$ cat src/rtl/core/sse_pkg.sv
// ----------------------------------------------------------------------------
// sse_pkg - shared definitions for the kinetic synapse Euler step
// Widths, register indexes, controller command bundle and the sigmoid table.
// ----------------------------------------------------------------------------
package sse_pkg;

  // sigmoid lookup, indexed by whole millivolt of the presynaptic voltage
  localparam int SIG_DEPTH = 256;
  localparam int SIG_IDX_W = $clog2(SIG_DEPTH);
  localparam int SIG_SPAN  = 30;

  localparam int CFG_IDX_W = 3;
  localparam int CFG_W     = 16;

  // shared multiplier: 32 x 17 unsigned
  localparam int MUL_A_W = 32;
  localparam int MUL_B_W = 17;
  localparam int MUL_P_W = MUL_A_W + MUL_B_W;

  // round(65536/(1+exp(0.4*k))), k = 0 .. SIG_SPAN-1
  localparam logic [15:0] SIG_HALF [SIG_SPAN] = '{
    16'd32768, 16'd26300, 16'd20318, 16'd15170, 16'd11009, 16'd7812, 16'd5451,
    16'd3757,  16'd2567,  16'd1743,  16'd1179,  16'd795,   16'd535,  16'd360,
    16'd241,   16'd162,   16'd109,   16'd73,    16'd49,    16'd33,   16'd22,
    16'd15,    16'd10,    16'd7,     16'd4,     16'd3,     16'd2,    16'd1,
    16'd1,     16'd1
  };

  typedef enum logic [CFG_IDX_W-1:0] {
    REG_CONDUCTANCE     = 3'd0,
    REG_REVERSAL        = 3'd1,
    REG_STEP_GAIN       = 3'd2,
    REG_INITIAL_RELEASE = 3'd3,
    REG_INITIAL_GATING  = 3'd4
  } cfg_reg_t;

  // operand pairs fed to the shared multiplier
  typedef enum logic [1:0] {
    MS_GS   = 2'd0,  // g * s
    MS_CUR  = 2'd1,  // (g*s) * |vpost - E|
    MS_GATE = 2'd2,  // k * |sig - r|
    MS_REL  = 2'd3   // k * |r - s|
  } mul_sel_t;

  typedef struct packed {
    logic     load;      // latch item, apply restart, look up sigmoid
    logic     mul_en;
    mul_sel_t mul_sel;
    logic     cur_load;  // round and saturate current from product
    logic     r_load;    // gating variable takes its new value
    logic     finish;    // release variable update, result register load
  } sse_cmd_t;

  // table entry for index idx (mV = idx - SIG_DEPTH/2)
  function automatic logic [15:0] sig_entry(logic [SIG_IDX_W-1:0] idx);
    int          d;
    logic [16:0] v;
    d = int'(idx) - SIG_DEPTH / 2 + 40;
    v = '0;
    if (d <= -SIG_SPAN) begin
      return 16'd0;
    end else if (d <= 0) begin
      return SIG_HALF[-d];
    end else if (d >= SIG_SPAN) begin
      return 16'hFFFF;
    end else begin
      v = 17'h10000 - {1'b0, SIG_HALF[d]};
      return v[16] ? 16'hFFFF : v[15:0];
    end
  endfunction

endpackage

$ cat src/rtl/core/sse_if.sv
// ----------------------------------------------------------------------------
// sse_if - valid/ready channels of the synapse step block
// Input item channel and result channel.
// ----------------------------------------------------------------------------
interface sse_in_if;
  logic               valid;
  logic               ready;
  logic signed [15:0] pre_voltage;
  logic signed [15:0] post_voltage;
  logic               restart;

  modport source (output valid, pre_voltage, post_voltage, restart, input ready);
  modport sink   (input valid, pre_voltage, post_voltage, restart, output ready);
endinterface

interface sse_out_if;
  logic               valid;
  logic               ready;
  logic signed [31:0] synaptic_current;
  logic        [15:0] release_level;

  modport source (output valid, synaptic_current, release_level, input ready);
  modport sink   (input valid, synaptic_current, release_level, output ready);
endinterface

$ cat src/rtl/core/sse_ctrl.sv
// ----------------------------------------------------------------------------
// sse_ctrl - sequencer for one synapse step
// Steps the shared multiplier through its four products and hands the
// finished beat to the result register.
// ----------------------------------------------------------------------------
module sse_ctrl
  import sse_pkg::*;
(
  input  logic     clk,
  input  logic     rst,
  input  logic     in_valid,
  output logic     in_ready,
  output logic     out_valid,
  input  logic     out_ready,
  output sse_cmd_t cmd
);

  typedef enum logic [5:0] {
    S_IDLE = 6'b000001,
    S_GS   = 6'b000010,
    S_CUR  = 6'b000100,
    S_GATE = 6'b001000,
    S_REL  = 6'b010000,
    S_FIN  = 6'b100000
  } state_t;

  state_t state, state_next;
  logic   accept;
  logic   finish;

  assign in_ready = (state == S_IDLE);
  assign accept   = in_valid && in_ready;
  // result register must be empty or draining this cycle
  assign finish   = (state == S_FIN) && (!out_valid || out_ready);

  always_comb begin
    state_next = state;
    unique case (state)
      S_IDLE:  if (accept) state_next = S_GS;
      S_GS:    state_next = S_CUR;
      S_CUR:   state_next = S_GATE;
      S_GATE:  state_next = S_REL;
      S_REL:   state_next = S_FIN;
      S_FIN:   if (finish) state_next = S_IDLE;
      default: state_next = S_IDLE;
    endcase
  end

  always_comb begin
    cmd          = '0;
    cmd.load     = accept;
    cmd.mul_sel  = MS_GS;
    cmd.finish   = finish;
    unique case (state)
      S_GS: begin
        cmd.mul_en  = 1'b1;
        cmd.mul_sel = MS_GS;
      end
      S_CUR: begin
        cmd.mul_en  = 1'b1;
        cmd.mul_sel = MS_CUR;
      end
      S_GATE: begin
        cmd.mul_en   = 1'b1;
        cmd.mul_sel  = MS_GATE;
        cmd.cur_load = 1'b1;
      end
      S_REL: begin
        cmd.mul_en  = 1'b1;
        cmd.mul_sel = MS_REL;
        cmd.r_load  = 1'b1;
      end
      default: ;
    endcase
  end

  always_ff @(posedge clk) begin
    if (rst) begin
      state     <= S_IDLE;
      out_valid <= 1'b0;
    end else begin
      state <= state_next;
      if (finish) begin
        out_valid <= 1'b1;
      end else if (out_ready) begin
        out_valid <= 1'b0;
      end
    end
  end

  a_accept_starts: assert property (@(posedge clk) disable iff (rst)
    accept |=> state == S_GS)
    else $error("accepted beat did not start the multiply sequence");

  a_finish_shows: assert property (@(posedge clk) disable iff (rst)
    finish |=> out_valid)
    else $error("finished beat not presented");

  a_stall_holds: assert property (@(posedge clk) disable iff (rst)
    (state == S_FIN && out_valid && !out_ready) |=> state == S_FIN)
    else $error("step completed over an unread result");

  a_no_mul_idle: assert property (@(posedge clk) disable iff (rst)
    cmd.mul_en |-> !in_ready && !cmd.finish)
    else $error("multiplier busy outside the sequence");

endmodule

$ cat src/rtl/core/sse_datapath.sv
// ----------------------------------------------------------------------------
// sse_datapath - registers and arithmetic of the synapse step
// Config registers, s and r state, sigmoid lookup, one shared 32x17
// multiplier, rounding, clamping and current saturation.
// ----------------------------------------------------------------------------
module sse_datapath
  import sse_pkg::*;
(
  input  logic                 clk,
  input  logic                 rst,
  input  logic                 cfg_write,
  input  logic [CFG_IDX_W-1:0] cfg_index,
  input  logic [CFG_W-1:0]     cfg_data,
  input  sse_cmd_t             cmd,
  input  logic signed [15:0]   pre_voltage,
  input  logic signed [15:0]   post_voltage,
  input  logic                 restart,
  output logic signed [31:0]   synaptic_current,
  output logic        [15:0]   release_level
);

  logic        [15:0] conductance;
  logic signed [15:0] reversal_potential;
  logic        [15:0] step_gain;
  logic        [15:0] initial_release;
  logic        [15:0] initial_gating;

  logic [15:0] release_var;
  logic [15:0] gating_var;

  logic [15:0]        sig_val;
  logic [16:0]        vmag;
  logic               vneg;
  logic               gate_neg;
  logic               rel_neg;
  logic [MUL_P_W-1:0] prod;
  logic signed [31:0] cur;

  logic signed [7:0]  mv;
  logic signed [16:0] idx_full;
  logic [SIG_IDX_W-1:0] idx;
  logic signed [16:0] vdiff;
  logic [16:0]        gdiff;
  logic [16:0]        rdiff;
  logic [MUL_A_W-1:0] mul_a;
  logic [MUL_B_W-1:0] mul_b;
  logic [33:0]        cur_round;
  logic signed [31:0] cur_sat;
  logic [15:0]        r_new;
  logic [15:0]        s_new;

  // x +/- round(prod / 2^16), clamped to 16 bits
  function automatic logic [15:0] euler_apply(logic [15:0] x, logic neg,
                                              logic [31:0] p);
    logic [16:0]        inc;
    logic signed [18:0] nx;
    inc = 17'((33'(p) + 33'h8000) >> 16);
    nx  = neg ? (19'(x) - 19'(inc)) : (19'(x) + 19'(inc));
    if (nx < 0) begin
      return 16'd0;
    end else if (nx > 19'sd65535) begin
      return 16'hFFFF;
    end else begin
      return nx[15:0];
    end
  endfunction

  // whole millivolt, offset into the table and clamped to its range
  assign mv       = pre_voltage[15:8];
  assign idx_full = 17'(mv) + 17'(SIG_DEPTH / 2);
  always_comb begin
    if (idx_full < 0) begin
      idx = '0;
    end else if (idx_full > 17'(SIG_DEPTH - 1)) begin
      idx = SIG_IDX_W'(SIG_DEPTH - 1);
    end else begin
      idx = idx_full[SIG_IDX_W-1:0];
    end
  end

  assign vdiff = 17'(post_voltage) - 17'(reversal_potential);
  assign gdiff = {1'b0, sig_val} - {1'b0, gating_var};
  assign rdiff = {1'b0, gating_var} - {1'b0, release_var};

  always_comb begin
    case (cmd.mul_sel)
      MS_GS: begin
        mul_a = {16'd0, conductance};
        mul_b = {1'b0, release_var};
      end
      MS_CUR: begin
        mul_a = prod[MUL_A_W-1:0];
        mul_b = vmag;
      end
      MS_GATE: begin
        mul_a = {16'd0, step_gain};
        mul_b = gdiff[16] ? 17'(-gdiff) : gdiff;
      end
      default: begin
        mul_a = {16'd0, step_gain};
        mul_b = rdiff[16] ? 17'(-rdiff) : rdiff;
      end
    endcase
  end

  // current: round at Q16.16, saturate to signed 32 bits
  assign cur_round = 34'((prod + MUL_P_W'(32'h8000)) >> 16);
  always_comb begin
    if (!vneg) begin
      cur_sat = (cur_round > 34'h7FFF_FFFF) ? 32'sh7FFF_FFFF : signed'(cur_round[31:0]);
    end else if (cur_round >= 34'h8000_0000) begin
      cur_sat = 32'sh8000_0000;
    end else begin
      cur_sat = signed'(32'd0 - cur_round[31:0]);
    end
  end

  assign r_new = euler_apply(gating_var, gate_neg, prod[31:0]);
  assign s_new = euler_apply(release_var, rel_neg, prod[31:0]);

  always_ff @(posedge clk) begin
    if (rst) begin
      conductance        <= '0;
      reversal_potential <= '0;
      step_gain          <= '0;
      initial_release    <= '0;
      initial_gating     <= '0;
      release_var        <= '0;
      gating_var         <= '0;
    end else begin
      if (cfg_write) begin
        unique case (cfg_reg_t'(cfg_index))
          REG_CONDUCTANCE:     conductance        <= cfg_data;
          REG_REVERSAL:        reversal_potential <= signed'(cfg_data);
          REG_STEP_GAIN:       step_gain          <= cfg_data;
          REG_INITIAL_RELEASE: initial_release    <= cfg_data;
          REG_INITIAL_GATING:  initial_gating     <= cfg_data;
          default: ;
        endcase
      end
      if (cmd.load && restart) begin
        release_var <= initial_release;
        gating_var  <= initial_gating;
      end
      if (cmd.r_load) begin
        gating_var <= r_new;
      end
      if (cmd.finish) begin
        release_var <= s_new;
      end
    end
  end

  always_ff @(posedge clk) begin
    if (cmd.load) begin
      sig_val <= sig_entry(idx);
      vneg    <= vdiff[16];
      vmag    <= vdiff[16] ? 17'(-vdiff) : 17'(vdiff);
    end
    if (cmd.mul_en) begin
      prod <= MUL_P_W'(mul_a) * MUL_P_W'(mul_b);
    end
    // signs of the Euler differences, taken while old r and s are in place
    if (cmd.mul_en && cmd.mul_sel == MS_GATE) begin
      gate_neg <= gdiff[16];
    end
    if (cmd.mul_en && cmd.mul_sel == MS_REL) begin
      rel_neg <= rdiff[16];
    end
    if (cmd.cur_load) begin
      cur <= cur_sat;
    end
    if (cmd.finish) begin
      synaptic_current <= cur;
      release_level    <= s_new;
    end
  end

endmodule

$ cat src/rtl/core/sigmoid_synapse_euler_step.sv
// ----------------------------------------------------------------------------
// sigmoid_synapse_euler_step - kinetic synapse, one forward-Euler tick a beat
//
// Each input beat on req carries pre_voltage, post_voltage (signed Q8.8 mV)
// and restart. restart reloads s and r from the initial registers first.
// The result beat on rsp carries synaptic_current = g*s*(vpost-E) from the
// s held before the step (Q16.16, saturated) and release_level, s after it.
// Config: cfg_write with cfg_index 0..4 (conductance, reversal_potential,
// step_gain, initial_release, initial_gating) and 16-bit cfg_data; other
// indexes ignored; user must write only with no beat in flight (unenforced).
// An accepted beat runs through S_GS, S_CUR, S_GATE, S_REL and S_FIN, where
// its result is registered. A new beat waits for S_IDLE: the single 32x17
// multiplier forms g*s, g*s*|dv|, k*|sig-r| and k*|r-s| in turn, between the
// load and the finish. req.ready is high only between steps.
// A result waits in its output register while rsp.ready is low; the step
// after it holds its last cycle until that register drains.
// Reset (rst, synchronous) clears s, r, all config registers and the
// result valid flag; the sigmoid table is constant logic.
// ----------------------------------------------------------------------------
module sigmoid_synapse_euler_step
  import sse_pkg::*;
(
  input  logic                 clk,
  input  logic                 rst,
  sse_in_if.sink               req,
  sse_out_if.source            rsp,
  input  logic                 cfg_write,
  input  logic [CFG_IDX_W-1:0] cfg_index,
  input  logic [CFG_W-1:0]     cfg_data
);

  sse_cmd_t cmd;

  sse_ctrl u_ctrl (
    .clk       (clk),
    .rst       (rst),
    .in_valid  (req.valid),
    .in_ready  (req.ready),
    .out_valid (rsp.valid),
    .out_ready (rsp.ready),
    .cmd       (cmd)
  );

  sse_datapath u_datapath (
    .clk              (clk),
    .rst              (rst),
    .cfg_write        (cfg_write),
    .cfg_index        (cfg_index),
    .cfg_data         (cfg_data),
    .cmd              (cmd),
    .pre_voltage      (req.pre_voltage),
    .post_voltage     (req.post_voltage),
    .restart          (req.restart),
    .synaptic_current (rsp.synaptic_current),
    .release_level    (rsp.release_level)
  );

endmodule

$ cat src/flat_wrapper.sv
// flat-port wrapper written by rule: the top's interface ports become plain ports
module sigmoid_synapse_euler_step_flat import sse_pkg::*;
  (clk, rst, cfg_write, cfg_index, cfg_data, req_valid, req_pre_voltage, req_post_voltage, req_restart, req_ready, rsp_valid, rsp_synaptic_current, rsp_release_level, rsp_ready);
  sse_in_if req_i ();
  sse_out_if rsp_i ();
  input  logic clk;
  input  logic rst;
  input  logic cfg_write;
  input  logic [CFG_IDX_W-1:0] cfg_index;
  input  logic [CFG_W-1:0] cfg_data;
  input wire logic [$bits(req_i.valid)-1:0] req_valid;
  input wire logic [$bits(req_i.pre_voltage)-1:0] req_pre_voltage;
  input wire logic [$bits(req_i.post_voltage)-1:0] req_post_voltage;
  input wire logic [$bits(req_i.restart)-1:0] req_restart;
  output wire logic [$bits(req_i.ready)-1:0] req_ready;
  output wire logic [$bits(rsp_i.valid)-1:0] rsp_valid;
  output wire logic [$bits(rsp_i.synaptic_current)-1:0] rsp_synaptic_current;
  output wire logic [$bits(rsp_i.release_level)-1:0] rsp_release_level;
  input wire logic [$bits(rsp_i.ready)-1:0] rsp_ready;
  assign req_i.valid = req_valid;
  assign req_i.pre_voltage = req_pre_voltage;
  assign req_i.post_voltage = req_post_voltage;
  assign req_i.restart = req_restart;
  assign req_ready = req_i.ready;
  assign rsp_valid = rsp_i.valid;
  assign rsp_synaptic_current = rsp_i.synaptic_current;
  assign rsp_release_level = rsp_i.release_level;
  assign rsp_i.ready = rsp_ready;
  sigmoid_synapse_euler_step u_core (.clk(clk), .rst(rst), .req(req_i), .rsp(rsp_i), .cfg_write(cfg_write), .cfg_index(cfg_index), .cfg_data(cfg_data));
endmodule
$ cat config.mk
export PLATFORM = sky130hd
export DESIGN_NAME = sigmoid_synapse_euler_step_flat
export DESIGN_NICKNAME = d
export VERILOG_FILES = /design/src/rtl/core/sse_pkg.sv /design/src/rtl/core/sse_if.sv /design/src/rtl/core/sse_ctrl.sv /design/src/rtl/core/sse_datapath.sv /design/src/rtl/core/sigmoid_synapse_euler_step.sv /design/src/flat_wrapper.sv
export SDC_FILE = /design/constraint.sdc
export NUM_CORES = 2
export LEC_CHECK = 0
export BUFFER_PORTS_ARGS = -buffer_cell sky130_fd_sc_hd__buf_2
export CAP_MARGIN = 10
export CORE_UTILIZATION = 65
export DETAILED_ROUTE_END_ITERATION = 6
export PLACE_DENSITY = 0.94
export SLEW_MARGIN = 20
export SYNTH_ARGS = -nofsm -noshare
export SYNTH_HDL_FRONTEND = slang
export SYNTH_SLANG_ARGS = --single-unit
$ cat constraint.sdc
create_clock -name clk -period 11.67 [get_ports clk]
set_input_delay 2.334 -clock clk [delete_from_list [all_inputs] [get_ports clk]]
set_output_delay 2.334 -clock clk [all_outputs]
set_load 0.05 [all_outputs]
==> metrics.md <==
| Metric | Value |
|---|---|
| RSZ-0062 raised after global routing | no |
| PD cells | 74.3 nW/um2 |
| Synth area leaders | fa_1 (24%), edfxtp_1 (13%), ha_1 (8.3%), inv_1 (7.0%), nand2_1 (6.7%) |
| Final min period | 10.93 ns |
| Syn_area_per_cell | 8.42 um2 |
| Worst path max stage delay | 0.68 ns |
| Number of synthesized flops with an enable pin | 165 |
| Cell count after synthesis | 4556 |
| Async SR Flop Fraction | 0 |
| Worst-Skew Late Latency | 0.62 ns |
| Setup_tns | 0 ns |
| Routed via count | 34189 |
| Setup Viol. Count Final | 0 |
| GPL Wtd Cong | 1.05 |
| CTS tree | yes |
| Tot GR Track Use | 0.382 |
| Clk_skew | 0.0309 ns |
| Effective utilization at floorplan | 0.661 |
| Layout cells sized above 1 | 0.0695 |
| Antenna Nets Post-Route | 0 |
| LEAKAGE | 0.0182 uW |
| Global-route wire length before repair | 180000 um |
| DP HPWL | 87800 um |
| Post-synth top area share | 0.238 |
| Startpoint Class | flip-flop |
| DRC Markers | 0 |
| Slew Viols, Final | 0 |
| Die area | 60000 um2 |
| Critical path's most frequent cell | fa_1 |
| IO Port Bufs | 98 |
| Core ar. | 58000 um2 |
| Ys flop type | edfxtp_1 |
| Fin util | 0.698 |
| Peak Freq | 91.5 MHz |
| Seq/Total Area, Yosys | 0.191 |
| WL per Instance | 21.2 um |
| Worst IR Drop VDD | 106 uV |
| Die Height | 245 um |
| Cts repair resizes | 0 |
| Synthesized cell area | 38300 um2 |
| CP Class | reg -> reg |
| Critical Path Fanout Max | 17 |
| Synthesized flop and latch total | 284 |
| Final period util | 0.937 |
| Nets | 5301 |
| Hold Path Class | reg -> reg |
| GRT overflow | 0 |
| CP endpoint kind | flip-flop |
| H-tree Lvls | 1 |
| Clock root buffer master | clkbuf_16 |
| Distinct cells, synth | 107 |
| Hold Buf Count CTS | 0 |
| Syn_nets | 5322 |
| CTS Buf Count | 31 |
| Post-CTS setup buffer count | 0 |
| Outcome | finished, final reports clean |
| CP required | 12.04 ns |
| Area leader, netlist | fa_1 |
| Longest Clk Path Bufs | 3 |
| FP Rows | 88 |
| Area growth syn-to-layout | 5.60% |
| Die W | 245 um |
| Number of global-route vias before repair | 34074 |
| Slew HR | 0.238 |
| Final number of hold-violating endpoints | 0 |
| Yosys warns | 0 |
| Initial antenna violation count | 6 |
| Worst-path clk slew | 0.07 ns |
| Drt pass-1 iters | 7 |
| Number of DRC markers in iteration 0 | 3842 |
| Largest net degree at the start of global routing | 85 |
| Arr. time, crit path | 11.30 ns |
| CP max-delay cell | a21oi_2 |
| Boundary Pins | 107 |
| Clk sinks | 284 |
| Max-Cap Viols | 0 |
| Post-Route WL | 113000 um |
| Transition time of the tightest slew-check pin | 1.14 ns |
| Vias per cell | 6.42 |
## layout make-up
| cell class | instances | area [um2] |
|---|---|---|
| repair buffers | 164 | 988 |
| fillers | 4221 | 17500 |
| flip-flops and latches | 284 | 7340 |
| clock buffers | 42 | 877 |
| diodes | 3 | 7.51 |
| clock inverters | 16 | 175 |
| inverters | 718 | 2700 |
| well taps | 765 | 957 |
| multi-input cells | 3336 | 27500 |
## final timing paths
| kind | start | end | slack [ns] | cells past startpoint |
|---|---|---|---|---|
| min reg2reg | u_core.u_datapath.cur[7]$_DFFE_PP_ | u_core.u_datapath.synaptic_current[7]$_DFFE_PP_ | 0.42 | 0 |
| max reg2reg | u_core.u_datapath.gating_var[1]$_SDFFE_PP0P_ | u_core.u_datapath.prod[44]$_DFFE_PN_ | 0.74 | 34 |
| min | u_core.u_datapath.cur[7]$_DFFE_PP_ | u_core.u_datapath.synaptic_current[7]$_DFFE_PP_ | 0.42 | 0 |
| max | u_core.u_datapath.gating_var[1]$_SDFFE_PP0P_ | u_core.u_datapath.prod[44]$_DFFE_PN_ | 0.74 | 34 |
## per-layer routing
metal	vias to the layer above	share of wire	global-route usage
li1	15096	-	-
met1	16197	0.36	0.485
met5	-	0.00027	0
met3	577	0.12	0.0803
met2	2315	0.45	0.606
met4	4	0.070	0.225
## cell families after synthesis
kind of cell | share of synthesized area
and+or+nand+nor | 0.179
xor gates and xnor gates | 0.0450
muxes | 0.00600
buffers and inverters | 0.0940
DFF | 0.191
AOI/OAI and AO/OA | 0.164
adders and majority gates | 0.321
## sequential cells by signal, summed over array words and instances, names as in the netlist
name and flops:
u_core.u_datapath.initial_gating 16, u_core.u_datapath.prod 49, u_core.u_ctrl.out_valid 1, u_core.u_datapath.vneg 1, u_core.u_datapath.vmag 17, u_core.u_datapath.cur 32
u_core.u_datapath.rel_neg 1, u_core.u_datapath.gating_var 16, u_core.u_ctrl.state 6, u_core.u_datapath.sig_val 16, u_core.u_datapath.synaptic_current 32, u_core.u_datapath.initial_release 16
u_core.u_datapath.release_level 16, u_core.u_datapath.reversal_potential 16, u_core.u_datapath.step_gain 16, u_core.u_datapath.release_var 16, u_core.u_datapath.conductance 16, u_core.u_datapath.gate_neg 1
## synthesized netlist by cell type, types with 21 or more instances
cell / count
inv_1: 713
nand2_1: 689
fa_1: 456
a21oi_1: 269
ha_1: 253
nor2_1: 251
clkbuf_1: 168
edfxtp_1: 165
o21ai_0: 150
xnor2_1: 129
dfxtp_1: 119
nor3_1: 98
a21o_1: 76
nand3_1: 74
and2_1: 67
xor2_1: 66
nand2b_1: 60
o21a_1: 49
a211oi_1: 47
nor2b_1: 34
a221oi_1: 32
and3_1: 32
o221ai_1: 32
a31oi_1: 29
buf_2: 27
nand4_1: 24
o211ai_1: 24
a211o_1: 21
## where the power goes
group / total (uW) / internal [uW] / switching, uW
Sequential: 1150 / 1100 / 43.4
Clock: 1020 / 578 / 447
Combinational: 834 / 303 / 530
## critical path: cells and delay by family (launching register included)
family / cells / cell delay, ns
compound gates: 15 / 4.41
xor+xnor: 1 / 0.19
fa+ha+maj: 8 / 4.00
buf+inv: 6 / 0.92
flops: 1 / 0.48
simple gates: 4 / 0.65
## cell usage in the layout, fill, tap and decap left out, types with 74 or more instances in the layout
| master | netlist | routed |
|---|---|---|
| nand3_1 | 74 | 74 |
| dfxtp_1 | 119 | 119 |
| edfxtp_1 | 165 | 165 |
| a21o_1 | 76 | 76 |
| xnor2_1 | 129 | 129 |
| nand2_1 | 689 | 689 |
| nor2_1 | 251 | 249 |
| fa_1 | 456 | 456 |
| o21ai_0 | 150 | 147 |
| inv_1 | 713 | 713 |
| ha_1 | 253 | 253 |
| buf_2 | 27 | 97 |
| a21oi_1 | 269 | 268 |
| nor3_1 | 98 | 97 |
## through the flow
stage	power [uW]	std cells	instance area [um2]	hold slack [ns]	worst slack, ns
floorplan	1760	4556	38300	0.400	2.39
global placement	1950	5267	39400	0.402	1.24
detailed placement	1960	5267	39400	0.405	1.11
CTS	2980	5325	40500	0.420	1.05
global route	3110	5328	40500	0.428	0.504
finish	3010	5328	40500	0.422	0.738
Note: power is estimated with default switching activity, not from simulation.
